## config.mk

```make
export PLATFORM = sky130hd
export DESIGN_NAME = grid_cell_bit_address_unit
export DESIGN_NICKNAME = d
export VERILOG_FILES = /design/src/design/gcba_pkg.sv /design/src/design/grid_cell_bit_address_unit.sv /design/src/design/gcba_axis_quant.sv
export SDC_FILE = /design/constraint.sdc
export NUM_CORES = 2
export LEC_CHECK = 0
export BUFFER_PORTS_ARGS = -buffer_cell sky130_fd_sc_hd__buf_2
export CAP_MARGIN = 25
export CELL_PAD_IN_SITES_DETAIL_PLACEMENT = 1
export CELL_PAD_IN_SITES_GLOBAL_PLACEMENT = 2
export CORE_MARGIN = 3
export CORE_UTILIZATION = 40
export CTS_CLUSTER_SIZE = 16
export DETAILED_ROUTE_END_ITERATION = 8
export HOLD_SLACK_MARGIN = 0.06
export MAX_ROUTING_LAYER = met4
export PLACE_DENSITY_LB_ADDON = 0.1
export SLEW_MARGIN = 5
export SYNTH_ARGS = -nofsm -noshare
export SYNTH_HDL_FRONTEND = slang
export SYNTH_SLANG_ARGS = --single-unit
export TNS_END_PERCENT = 20
```

## constraint.sdc

```tcl
create_clock -name clk -period 8.5 [get_ports clk]
set_input_delay 2.55 -clock clk [delete_from_list [all_inputs] [get_ports clk]]
set_output_delay 2.55 -clock clk [all_outputs]
set_load 0.005 [all_outputs]
```

## src/design/gcba_pkg.sv

```systemverilog
// Shared constants for the grid cell bit address unit: axis scales, grid sizes and weights.
`default_nettype none

package gcba_pkg;

	localparam int FRAC_BITS   = 12;
	localparam int COORD_WIDTH = 20;

	localparam int AXES     = 8;
	localparam int FLAT_W   = 33;
	localparam int BYTE_W   = 31;
	localparam int OFFSET_W = 3;

	// Wrist angles 0 .. 50 degrees: the scale 36/pi is held with 24 fraction bits.
	localparam longint WRIST_MUL   = 192252734;
	localparam longint WRIST_BIAS  = 8388608;
	localparam int     WRIST_EXTRA = 24;
	localparam int     WRIST_CELLS = 11;
	localparam int     WRIST_W     = 4;

	// Positions: exact rational scales, bias in units of one coordinate LSB times 2^FRAC_BITS.
	localparam longint X_MUL   = 90;
	localparam longint X_BIAS  = 29;
	localparam int     X_EXTRA = 2;
	localparam int     X_CELLS = 19;
	localparam int     X_W     = 5;

	localparam longint Y_MUL   = 90;
	localparam longint Y_BIAS  = -25;
	localparam int     Y_EXTRA = 2;
	localparam int     Y_CELLS = 10;
	localparam int     Y_W     = 4;

	localparam longint Z_MUL   = 88;
	localparam longint Z_BIAS  = -42;
	localparam int     Z_EXTRA = 2;
	localparam int     Z_CELLS = 12;
	localparam int     Z_W     = 4;

	// Place values of the mixed-radix flat index, left z fastest.
	localparam logic [FLAT_W-1:0] WGT_LZ  = FLAT_W'(1);
	localparam logic [FLAT_W-1:0] WGT_LY  = FLAT_W'(Z_CELLS);
	localparam logic [FLAT_W-1:0] WGT_LX  = FLAT_W'(Z_CELLS * Y_CELLS);
	localparam logic [FLAT_W-1:0] WGT_RZ  = FLAT_W'(Z_CELLS * Y_CELLS * X_CELLS);
	localparam logic [FLAT_W-1:0] WGT_RY  = FLAT_W'(Z_CELLS * Y_CELLS * X_CELLS * Z_CELLS);
	localparam logic [FLAT_W-1:0] WGT_RX  =
		FLAT_W'(Z_CELLS * Y_CELLS * X_CELLS * Z_CELLS * Y_CELLS);
	localparam logic [FLAT_W-1:0] WGT_LW  =
		FLAT_W'(Z_CELLS * Y_CELLS * X_CELLS * Z_CELLS * Y_CELLS * X_CELLS);
	localparam logic [FLAT_W-1:0] WGT_RW  =
		FLAT_W'(Z_CELLS * Y_CELLS * X_CELLS * Z_CELLS * Y_CELLS * X_CELLS * WRIST_CELLS);

endpackage

`default_nettype wire

```

## src/design/grid_cell_bit_address_unit.sv

```systemverilog
// Top level of the grid cell bit address unit: three-stage quantize and flatten pipeline.
//
//  channel | signals                              | direction | word
//  in      | in_valid, in_ready, eight coords     | into unit | one pose sample
//  out     | out_valid, out_ready, cells, address | out of    | cells, flat index, address
//
// out_valid rises once an accepted word has passed the stage one, two and three registers;
// one word per cycle sustained while out_ready stays high.
// Stage one registers the coordinates, stage two holds the eight cells after the
// constant multiplies, stage three holds the flat index after the weighted sum.
// A stall on out_ready holds each full stage; empty stages still fill, so the unit
// holds up to three words while the output waits. Reset clears only the valid bits.
`default_nettype none

module grid_cell_bit_address_unit #(
	parameter int FRAC_BITS   = gcba_pkg::FRAC_BITS,
	parameter int COORD_WIDTH = gcba_pkg::COORD_WIDTH
) (
	input  wire logic                                clk,
	input  wire logic                                arst_n,

	input  wire logic                                in_valid,
	output logic                                     in_ready,
	input  wire logic signed [COORD_WIDTH-1:0]       right_wrist_angle,
	input  wire logic signed [COORD_WIDTH-1:0]       left_wrist_angle,
	input  wire logic signed [COORD_WIDTH-1:0]       right_x,
	input  wire logic signed [COORD_WIDTH-1:0]       right_y,
	input  wire logic signed [COORD_WIDTH-1:0]       right_z,
	input  wire logic signed [COORD_WIDTH-1:0]       left_x,
	input  wire logic signed [COORD_WIDTH-1:0]       left_y,
	input  wire logic signed [COORD_WIDTH-1:0]       left_z,

	output logic                                     out_valid,
	input  wire logic                                out_ready,
	output logic [gcba_pkg::WRIST_W-1:0]             right_wrist_cell,
	output logic [gcba_pkg::WRIST_W-1:0]             left_wrist_cell,
	output logic [gcba_pkg::X_W-1:0]                 right_x_cell,
	output logic [gcba_pkg::Y_W-1:0]                 right_y_cell,
	output logic [gcba_pkg::Z_W-1:0]                 right_z_cell,
	output logic [gcba_pkg::X_W-1:0]                 left_x_cell,
	output logic [gcba_pkg::Y_W-1:0]                 left_y_cell,
	output logic [gcba_pkg::Z_W-1:0]                 left_z_cell,
	output logic [gcba_pkg::FLAT_W-1:0]              flat_cell_index,
	output logic [gcba_pkg::BYTE_W-1:0]              byte_address,
	output logic [gcba_pkg::OFFSET_W-1:0]            bit_offset
);

	localparam int FW = gcba_pkg::FLAT_W;

	logic v_s1, v_s2, v_s3;
	logic en_s1, en_s2, en_s3;

	logic signed [COORD_WIDTH-1:0] rwa_s1, lwa_s1, rx_s1, ry_s1, rz_s1, lx_s1, ly_s1, lz_s1;

	logic [gcba_pkg::WRIST_W-1:0] rwa_c, lwa_c, rwa_s2, lwa_s2, rwa_s3, lwa_s3;
	logic [gcba_pkg::X_W-1:0]     rx_c, lx_c, rx_s2, lx_s2, rx_s3, lx_s3;
	logic [gcba_pkg::Y_W-1:0]     ry_c, ly_c, ry_s2, ly_s2, ry_s3, ly_s3;
	logic [gcba_pkg::Z_W-1:0]     rz_c, lz_c, rz_s2, lz_s2, rz_s3, lz_s3;

	logic [FW-1:0] flat_c, flat_s3;

	// Each stage advances when the one after it is empty or moving.
	assign en_s3    = !v_s3 || out_ready;
	assign en_s2    = !v_s2 || en_s3;
	assign en_s1    = !v_s1 || en_s2;
	assign in_ready = en_s1;

	always_ff @(posedge clk or negedge arst_n) begin
		if (!arst_n) begin
			v_s1 <= 1'b0;
			v_s2 <= 1'b0;
			v_s3 <= 1'b0;
		end else begin
			if (en_s1) v_s1 <= in_valid;
			if (en_s2) v_s2 <= v_s1;
			if (en_s3) v_s3 <= v_s2;
		end
	end

	always_ff @(posedge clk) begin
		if (en_s1 && in_valid) begin
			rwa_s1 <= right_wrist_angle;
			lwa_s1 <= left_wrist_angle;
			rx_s1  <= right_x;
			ry_s1  <= right_y;
			rz_s1  <= right_z;
			lx_s1  <= left_x;
			ly_s1  <= left_y;
			lz_s1  <= left_z;
		end
	end

	gcba_axis_quant #(
		.FRAC_BITS(FRAC_BITS), .COORD_WIDTH(COORD_WIDTH),
		.MUL(gcba_pkg::WRIST_MUL), .BIAS(gcba_pkg::WRIST_BIAS),
		.EXTRA(gcba_pkg::WRIST_EXTRA), .CELLS(gcba_pkg::WRIST_CELLS),
		.CELL_W(gcba_pkg::WRIST_W)
	) u_q_rwa (.coord(rwa_s1), .cell_idx(rwa_c));

	gcba_axis_quant #(
		.FRAC_BITS(FRAC_BITS), .COORD_WIDTH(COORD_WIDTH),
		.MUL(gcba_pkg::WRIST_MUL), .BIAS(gcba_pkg::WRIST_BIAS),
		.EXTRA(gcba_pkg::WRIST_EXTRA), .CELLS(gcba_pkg::WRIST_CELLS),
		.CELL_W(gcba_pkg::WRIST_W)
	) u_q_lwa (.coord(lwa_s1), .cell_idx(lwa_c));

	gcba_axis_quant #(
		.FRAC_BITS(FRAC_BITS), .COORD_WIDTH(COORD_WIDTH),
		.MUL(gcba_pkg::X_MUL), .BIAS(gcba_pkg::X_BIAS), .EXTRA(gcba_pkg::X_EXTRA),
		.CELLS(gcba_pkg::X_CELLS), .CELL_W(gcba_pkg::X_W)
	) u_q_rx (.coord(rx_s1), .cell_idx(rx_c));

	gcba_axis_quant #(
		.FRAC_BITS(FRAC_BITS), .COORD_WIDTH(COORD_WIDTH),
		.MUL(gcba_pkg::Y_MUL), .BIAS(gcba_pkg::Y_BIAS), .EXTRA(gcba_pkg::Y_EXTRA),
		.CELLS(gcba_pkg::Y_CELLS), .CELL_W(gcba_pkg::Y_W)
	) u_q_ry (.coord(ry_s1), .cell_idx(ry_c));

	gcba_axis_quant #(
		.FRAC_BITS(FRAC_BITS), .COORD_WIDTH(COORD_WIDTH),
		.MUL(gcba_pkg::Z_MUL), .BIAS(gcba_pkg::Z_BIAS), .EXTRA(gcba_pkg::Z_EXTRA),
		.CELLS(gcba_pkg::Z_CELLS), .CELL_W(gcba_pkg::Z_W)
	) u_q_rz (.coord(rz_s1), .cell_idx(rz_c));

	gcba_axis_quant #(
		.FRAC_BITS(FRAC_BITS), .COORD_WIDTH(COORD_WIDTH),
		.MUL(gcba_pkg::X_MUL), .BIAS(gcba_pkg::X_BIAS), .EXTRA(gcba_pkg::X_EXTRA),
		.CELLS(gcba_pkg::X_CELLS), .CELL_W(gcba_pkg::X_W)
	) u_q_lx (.coord(lx_s1), .cell_idx(lx_c));

	gcba_axis_quant #(
		.FRAC_BITS(FRAC_BITS), .COORD_WIDTH(COORD_WIDTH),
		.MUL(gcba_pkg::Y_MUL), .BIAS(gcba_pkg::Y_BIAS), .EXTRA(gcba_pkg::Y_EXTRA),
		.CELLS(gcba_pkg::Y_CELLS), .CELL_W(gcba_pkg::Y_W)
	) u_q_ly (.coord(ly_s1), .cell_idx(ly_c));

	gcba_axis_quant #(
		.FRAC_BITS(FRAC_BITS), .COORD_WIDTH(COORD_WIDTH),
		.MUL(gcba_pkg::Z_MUL), .BIAS(gcba_pkg::Z_BIAS), .EXTRA(gcba_pkg::Z_EXTRA),
		.CELLS(gcba_pkg::Z_CELLS), .CELL_W(gcba_pkg::Z_W)
	) u_q_lz (.coord(lz_s1), .cell_idx(lz_c));

	always_ff @(posedge clk) begin
		if (en_s2 && v_s1) begin
			rwa_s2 <= rwa_c;
			lwa_s2 <= lwa_c;
			rx_s2  <= rx_c;
			ry_s2  <= ry_c;
			rz_s2  <= rz_c;
			lx_s2  <= lx_c;
			ly_s2  <= ly_c;
			lz_s2  <= lz_c;
		end
	end

	// The flat index is a sum of cells times constant place values.
	assign flat_c = FW'(rwa_s2) * gcba_pkg::WGT_RW + FW'(lwa_s2) * gcba_pkg::WGT_LW
		+ FW'(rx_s2) * gcba_pkg::WGT_RX + FW'(ry_s2) * gcba_pkg::WGT_RY
		+ FW'(rz_s2) * gcba_pkg::WGT_RZ + FW'(lx_s2) * gcba_pkg::WGT_LX
		+ FW'(ly_s2) * gcba_pkg::WGT_LY + FW'(lz_s2) * gcba_pkg::WGT_LZ;

	always_ff @(posedge clk) begin
		if (en_s3 && v_s2) begin
			rwa_s3  <= rwa_s2;
			lwa_s3  <= lwa_s2;
			rx_s3   <= rx_s2;
			ry_s3   <= ry_s2;
			rz_s3   <= rz_s2;
			lx_s3   <= lx_s2;
			ly_s3   <= ly_s2;
			lz_s3   <= lz_s2;
			flat_s3 <= flat_c;
		end
	end

	assign out_valid        = v_s3;
	assign right_wrist_cell = rwa_s3;
	assign left_wrist_cell  = lwa_s3;
	assign right_x_cell     = rx_s3;
	assign right_y_cell     = ry_s3;
	assign right_z_cell     = rz_s3;
	assign left_x_cell      = lx_s3;
	assign left_y_cell      = ly_s3;
	assign left_z_cell      = lz_s3;
	assign flat_cell_index  = flat_s3;
	// Four 2-bit entries share a byte.
	assign byte_address     = flat_s3[FW-1:2];
	assign bit_offset       = {flat_s3[1:0], 1'b0};

endmodule

`default_nettype wire

```

## src/design/gcba_axis_quant.sv

```systemverilog
// Quantizer for one grid axis: scale, bias, round half up and saturate to the cell range.
`default_nettype none

module gcba_axis_quant #(
	parameter int     FRAC_BITS   = gcba_pkg::FRAC_BITS,
	parameter int     COORD_WIDTH = gcba_pkg::COORD_WIDTH,
	parameter longint MUL         = gcba_pkg::X_MUL,
	parameter longint BIAS        = gcba_pkg::X_BIAS,
	parameter int     EXTRA       = gcba_pkg::X_EXTRA,
	parameter int     CELLS       = gcba_pkg::X_CELLS,
	parameter int     CELL_W      = gcba_pkg::X_W
) (
	input  wire logic signed [COORD_WIDTH-1:0] coord,
	output logic             [CELL_W-1:0]      cell_idx
);

	// The scale constant fits in 29 signed bits, so this width never overflows.
	localparam int SUM_W = COORD_WIDTH + 30;
	localparam int SH    = FRAC_BITS + EXTRA;

	localparam logic signed [SUM_W-1:0] MUL_C  = SUM_W'(MUL);
	localparam logic signed [SUM_W-1:0] BIAS_C = SUM_W'(BIAS) <<< FRAC_BITS;
	localparam logic        [SUM_W-1:0] SAT_C  = SUM_W'(CELLS - 1);

	logic signed [SUM_W-1:0] coord_ext;
	logic signed [SUM_W-1:0] sum;
	logic        [SUM_W-1:0] sum_u;
	logic        [SUM_W-1:0] idx;

	always_comb begin
		coord_ext = SUM_W'(coord);
		sum       = coord_ext * MUL_C + BIAS_C;
		sum_u     = sum;
		idx       = sum_u >> SH;
		if (sum[SUM_W-1]) begin
			cell_idx = '0;
		end else if (idx > SAT_C) begin
			cell_idx = CELL_W'(CELLS - 1);
		end else begin
			cell_idx = idx[CELL_W-1:0];
		end
	end

endmodule

`default_nettype wire

```

==> key figures <==
Run status
  – Outcome: complete, no violations

Setup path
  – Critical path destination: rwa_s2[3]
  – Crit path kind: reg2reg
  – Slowest CP cell: fa_1
  – Reg2Reg Setup Slack: ~0.47 ns
  – WP data required: about 8.9 ns
  – CP startpoint: rwa_s1[7]
  – Largest stage delay, worst path: about 0.74 ns
  – Reg-to-reg startpoint: rwa_s1[7]
  – Most common cell on crit path: fa_1
  – Critical-path maximum fanout: 10
  – Startpoint types: register
  – CP endpoint kind: register
  – CP arrival: 8.40 ns
  – Reg2reg end: rwa_s2[3]
  – R2r worst-path depth: 26

Synth
  – Synthesized area: ~50000 µm²
  – Post-Syn Instances: 4925
  – Synth area leaders: fa_1 28%, ha_1 25%, edfxtp_1 16%, inv_1 10%, xnor2_1 2.3%
  – Most common cell in the netlist: inv_1
  – Post-synth EDFFs: 258
  – Avg Inst Size Synth: slightly above 10 µm²
  – Cell taking the most area after synthesis: fa_1
  – Register area share after synthesis: 15.7%
  – Commonest cells in the netlist: 1356 x inv_1, 995 x ha_1, 689 x fa_1
  – Async SR Flop Fraction: under 10%
  – Primary FF master, synth: edfxtp_1
  – Synth unique cells: around 110
  – #FFs+latches synth: 261
  – Syn. warnings: 0
  – Share of the synthesized area in the top cell type: roughly 28%

Flow run
  – MaxCap Viol Count: 0

CTS
  – Clock sink count: 261
  – H-tree Lvls: 2
  – Clk root buf: clkbuf_16
  – Cts bufs inserted: 40
  – Skew-Pair Late Insertion Delay: 0.64 ns
  – Clock buffer depth: 3
  – CTS tree: done
  – Reg clk slew, reported paths: around 0.060 ns

STA
  – Final critical-path required period: 8.03 ns
  – Slew @ Worst Pin: ~0.75 ns
  – Post-route clock period utilization: between 90% and 100%
  – Final number of max-transition violations: 0
  – Fin Clk Skew: 0.0318 ns
  – Rel. slew slack: between 50% and 60%
  – Finish-stage setup viols: 0
  – Hold Violations, Final: 0
  – Setup TNS: 0 ns
  – Unrepaired setup endpoints after global routing: no
  – Max Fclk: between 100 and 150 MHz

Routing
  – Drt wl/cell: approximately 19 µm
  – Routed Antenna Nets: 0
  – Vias per Instance: just under 5
  – Via count: 34100
  – Number of remaining DRC errors: 0
  – Iteration-0 DRC Markers: approximately 1200
  – Final WL: about 130 mm
  – Drt pass-1 iters: 5

Min path
  – Worst min-delay path category: reg2reg

Die
  – Ports: about 270
  – Die X: approximately 360 µm
  – FP Rows: between 100 and 150
  – Initial Util: 40.6%
  – Core box area: roughly 120000 µm²
  – DIE AREA: ~130000 µm²
  – Die Height: 359 µm

Place
  – Gpl congestion: slightly above 0.9
  – Detailed-placement wirelength estimate: 113 mm
  – IO Port Bufs: between 200 and 300
  – Dpl cell area: around 53000 µm²

GRT
  – Tot GR Track Use: a little over a fifth
  – Largest net degree at the start of global routing: 96
  – Total grt overflow: 0
  – Initial antenna violation count: 5
  – Global-route wire length before repair: 210 mm
  – Vias in the first global route: about 38000

Final layout
  – Layout cells sized above 1: ~8.5%
  – Fin area: ~55000 µm²
  – Filler cells: about 14000
  – Nets@finish: between 7000 and 8000
  – Area grow syn2layout: 9.39%
[state kept, by name, summed over array words and instances, names as in the netlist, 5 cells and up]
name             cells
right_x_cell         5
left_x_cell          5
rwa_s1              20
lz_s1               20
ly_s1               20
flat_cell_index     30
lx_s1               20
rx_s2                5
rx_s1               20
lx_s2                5
ry_s1               20
rz_s1               20
lwa_s1              20
[cells in the final DEF (no fill, tap or decap), drive strengths merged, types with 30 or more instances in the layout]
| cell type | instances |
|---|---|
| nand2b | 39 |
| inv | 1360 |
| nor3 | 58 |
| nand2 | 143 |
| xor2 | 75 |
| ha | 995 |
| nor2b | 34 |
| fa | 689 |
| clkbuf | 45 |
| o21ai | 111 |
| xnor2 | 135 |
| a21o | 87 |
| buf | 300 |
| nand3 | 60 |
| a21oi | 180 |
| nand4 | 30 |
| edfxtp | 258 |
| nor2 | 120 |
| o21bai | 30 |
| and3 | 31 |
[layout make-up]
class                           count  area, µm²  area share (%)
Clock buffer                       45       1020            1.87
Inverter                         1356       5090            9.32
Antenna cell                        3       7.51          0.0137
Sequential cell                   261       7820            14.3
Clock inverter                     29        362           0.662
Timing Repair Buffer              300       1650            3.02
Tap cell                         1625       2030            3.72
Multi-Input combinational cell   3256      36600            67.1
[cell families (layout without fill, tap and decap cells)]
kind of cell             Yosys count  after routing  synth area share, %
buffers and inverters           1410           1730                 11.0
XOR/XNOR                         210            210                 3.78
AND/OR/NAND/NOR                  668            668                 7.25
multiplexers                      20             20                0.414
other                              1              6              0.00751
adder cells (fa/ha/maj)         1684           1684                 52.6
flip-flops                       261            261                 15.7
AO/OA/AOI/OAI                    671            671                 9.28
[worst max-delay path, delay by kind of cell, from the launching register on]
family	cells	cell delay, ns
and+or+nand+nor	5	1.19
adders and majority gates	9	4.21
AOI/OAI and AO/OA	8	1.54
buffers and inverters	4	0.29
DFF	1	0.55
[timing repair]
item                                    in CTS  in global routing
hold buffers                                 0                  0
endpoints found under the setup margin       0                  4
resized for setup                            0                  4
setup buffers                                0                  8
[metrics by stage]
step                      hold slack, ns  utilization, %  std cells  setup WS [ns]
after floorplan                    0.400               -       4927           1.02
after global placement             0.440            43.2       6788          0.369
after detailed placement           0.438            43.2       6788          0.260
after CTS                          0.453            44.3       6862          0.198
after global routing               0.457            44.4       6875      0.0000808
final                              0.447            44.4       6875          0.469
[worst min-delay path by stage]
stage | startpoint | end | cells after the start
finish | lz_s2[3] | left_z_cell[3] | 0
global route | lz_s2[3] | left_z_cell[3] | 0
CTS | lz_s2[3] | left_z_cell[3] | 0
detailed placement | lz_s2[3] | left_z_cell[3] | 0
global placement | lz_s2[3] | left_z_cell[3] | 0
floorplan | lz_s2[0] | left_z_cell[0] | 0
[per-layer routing]
metal / routed length, µm / GRT usage [%] / vias up
li1: - / - / 16600
met1: 59000 / 27.4 / 17000
met2: 62200 / 35.4 / 382
met3: 4550 / 2.76 / 108
met4: 2580 / 4.43 / 0
met5: 0 / - / -
Power is not shown: default switching activity piles up to over one toggle a cycle in this logic, so the estimate is an artifact.
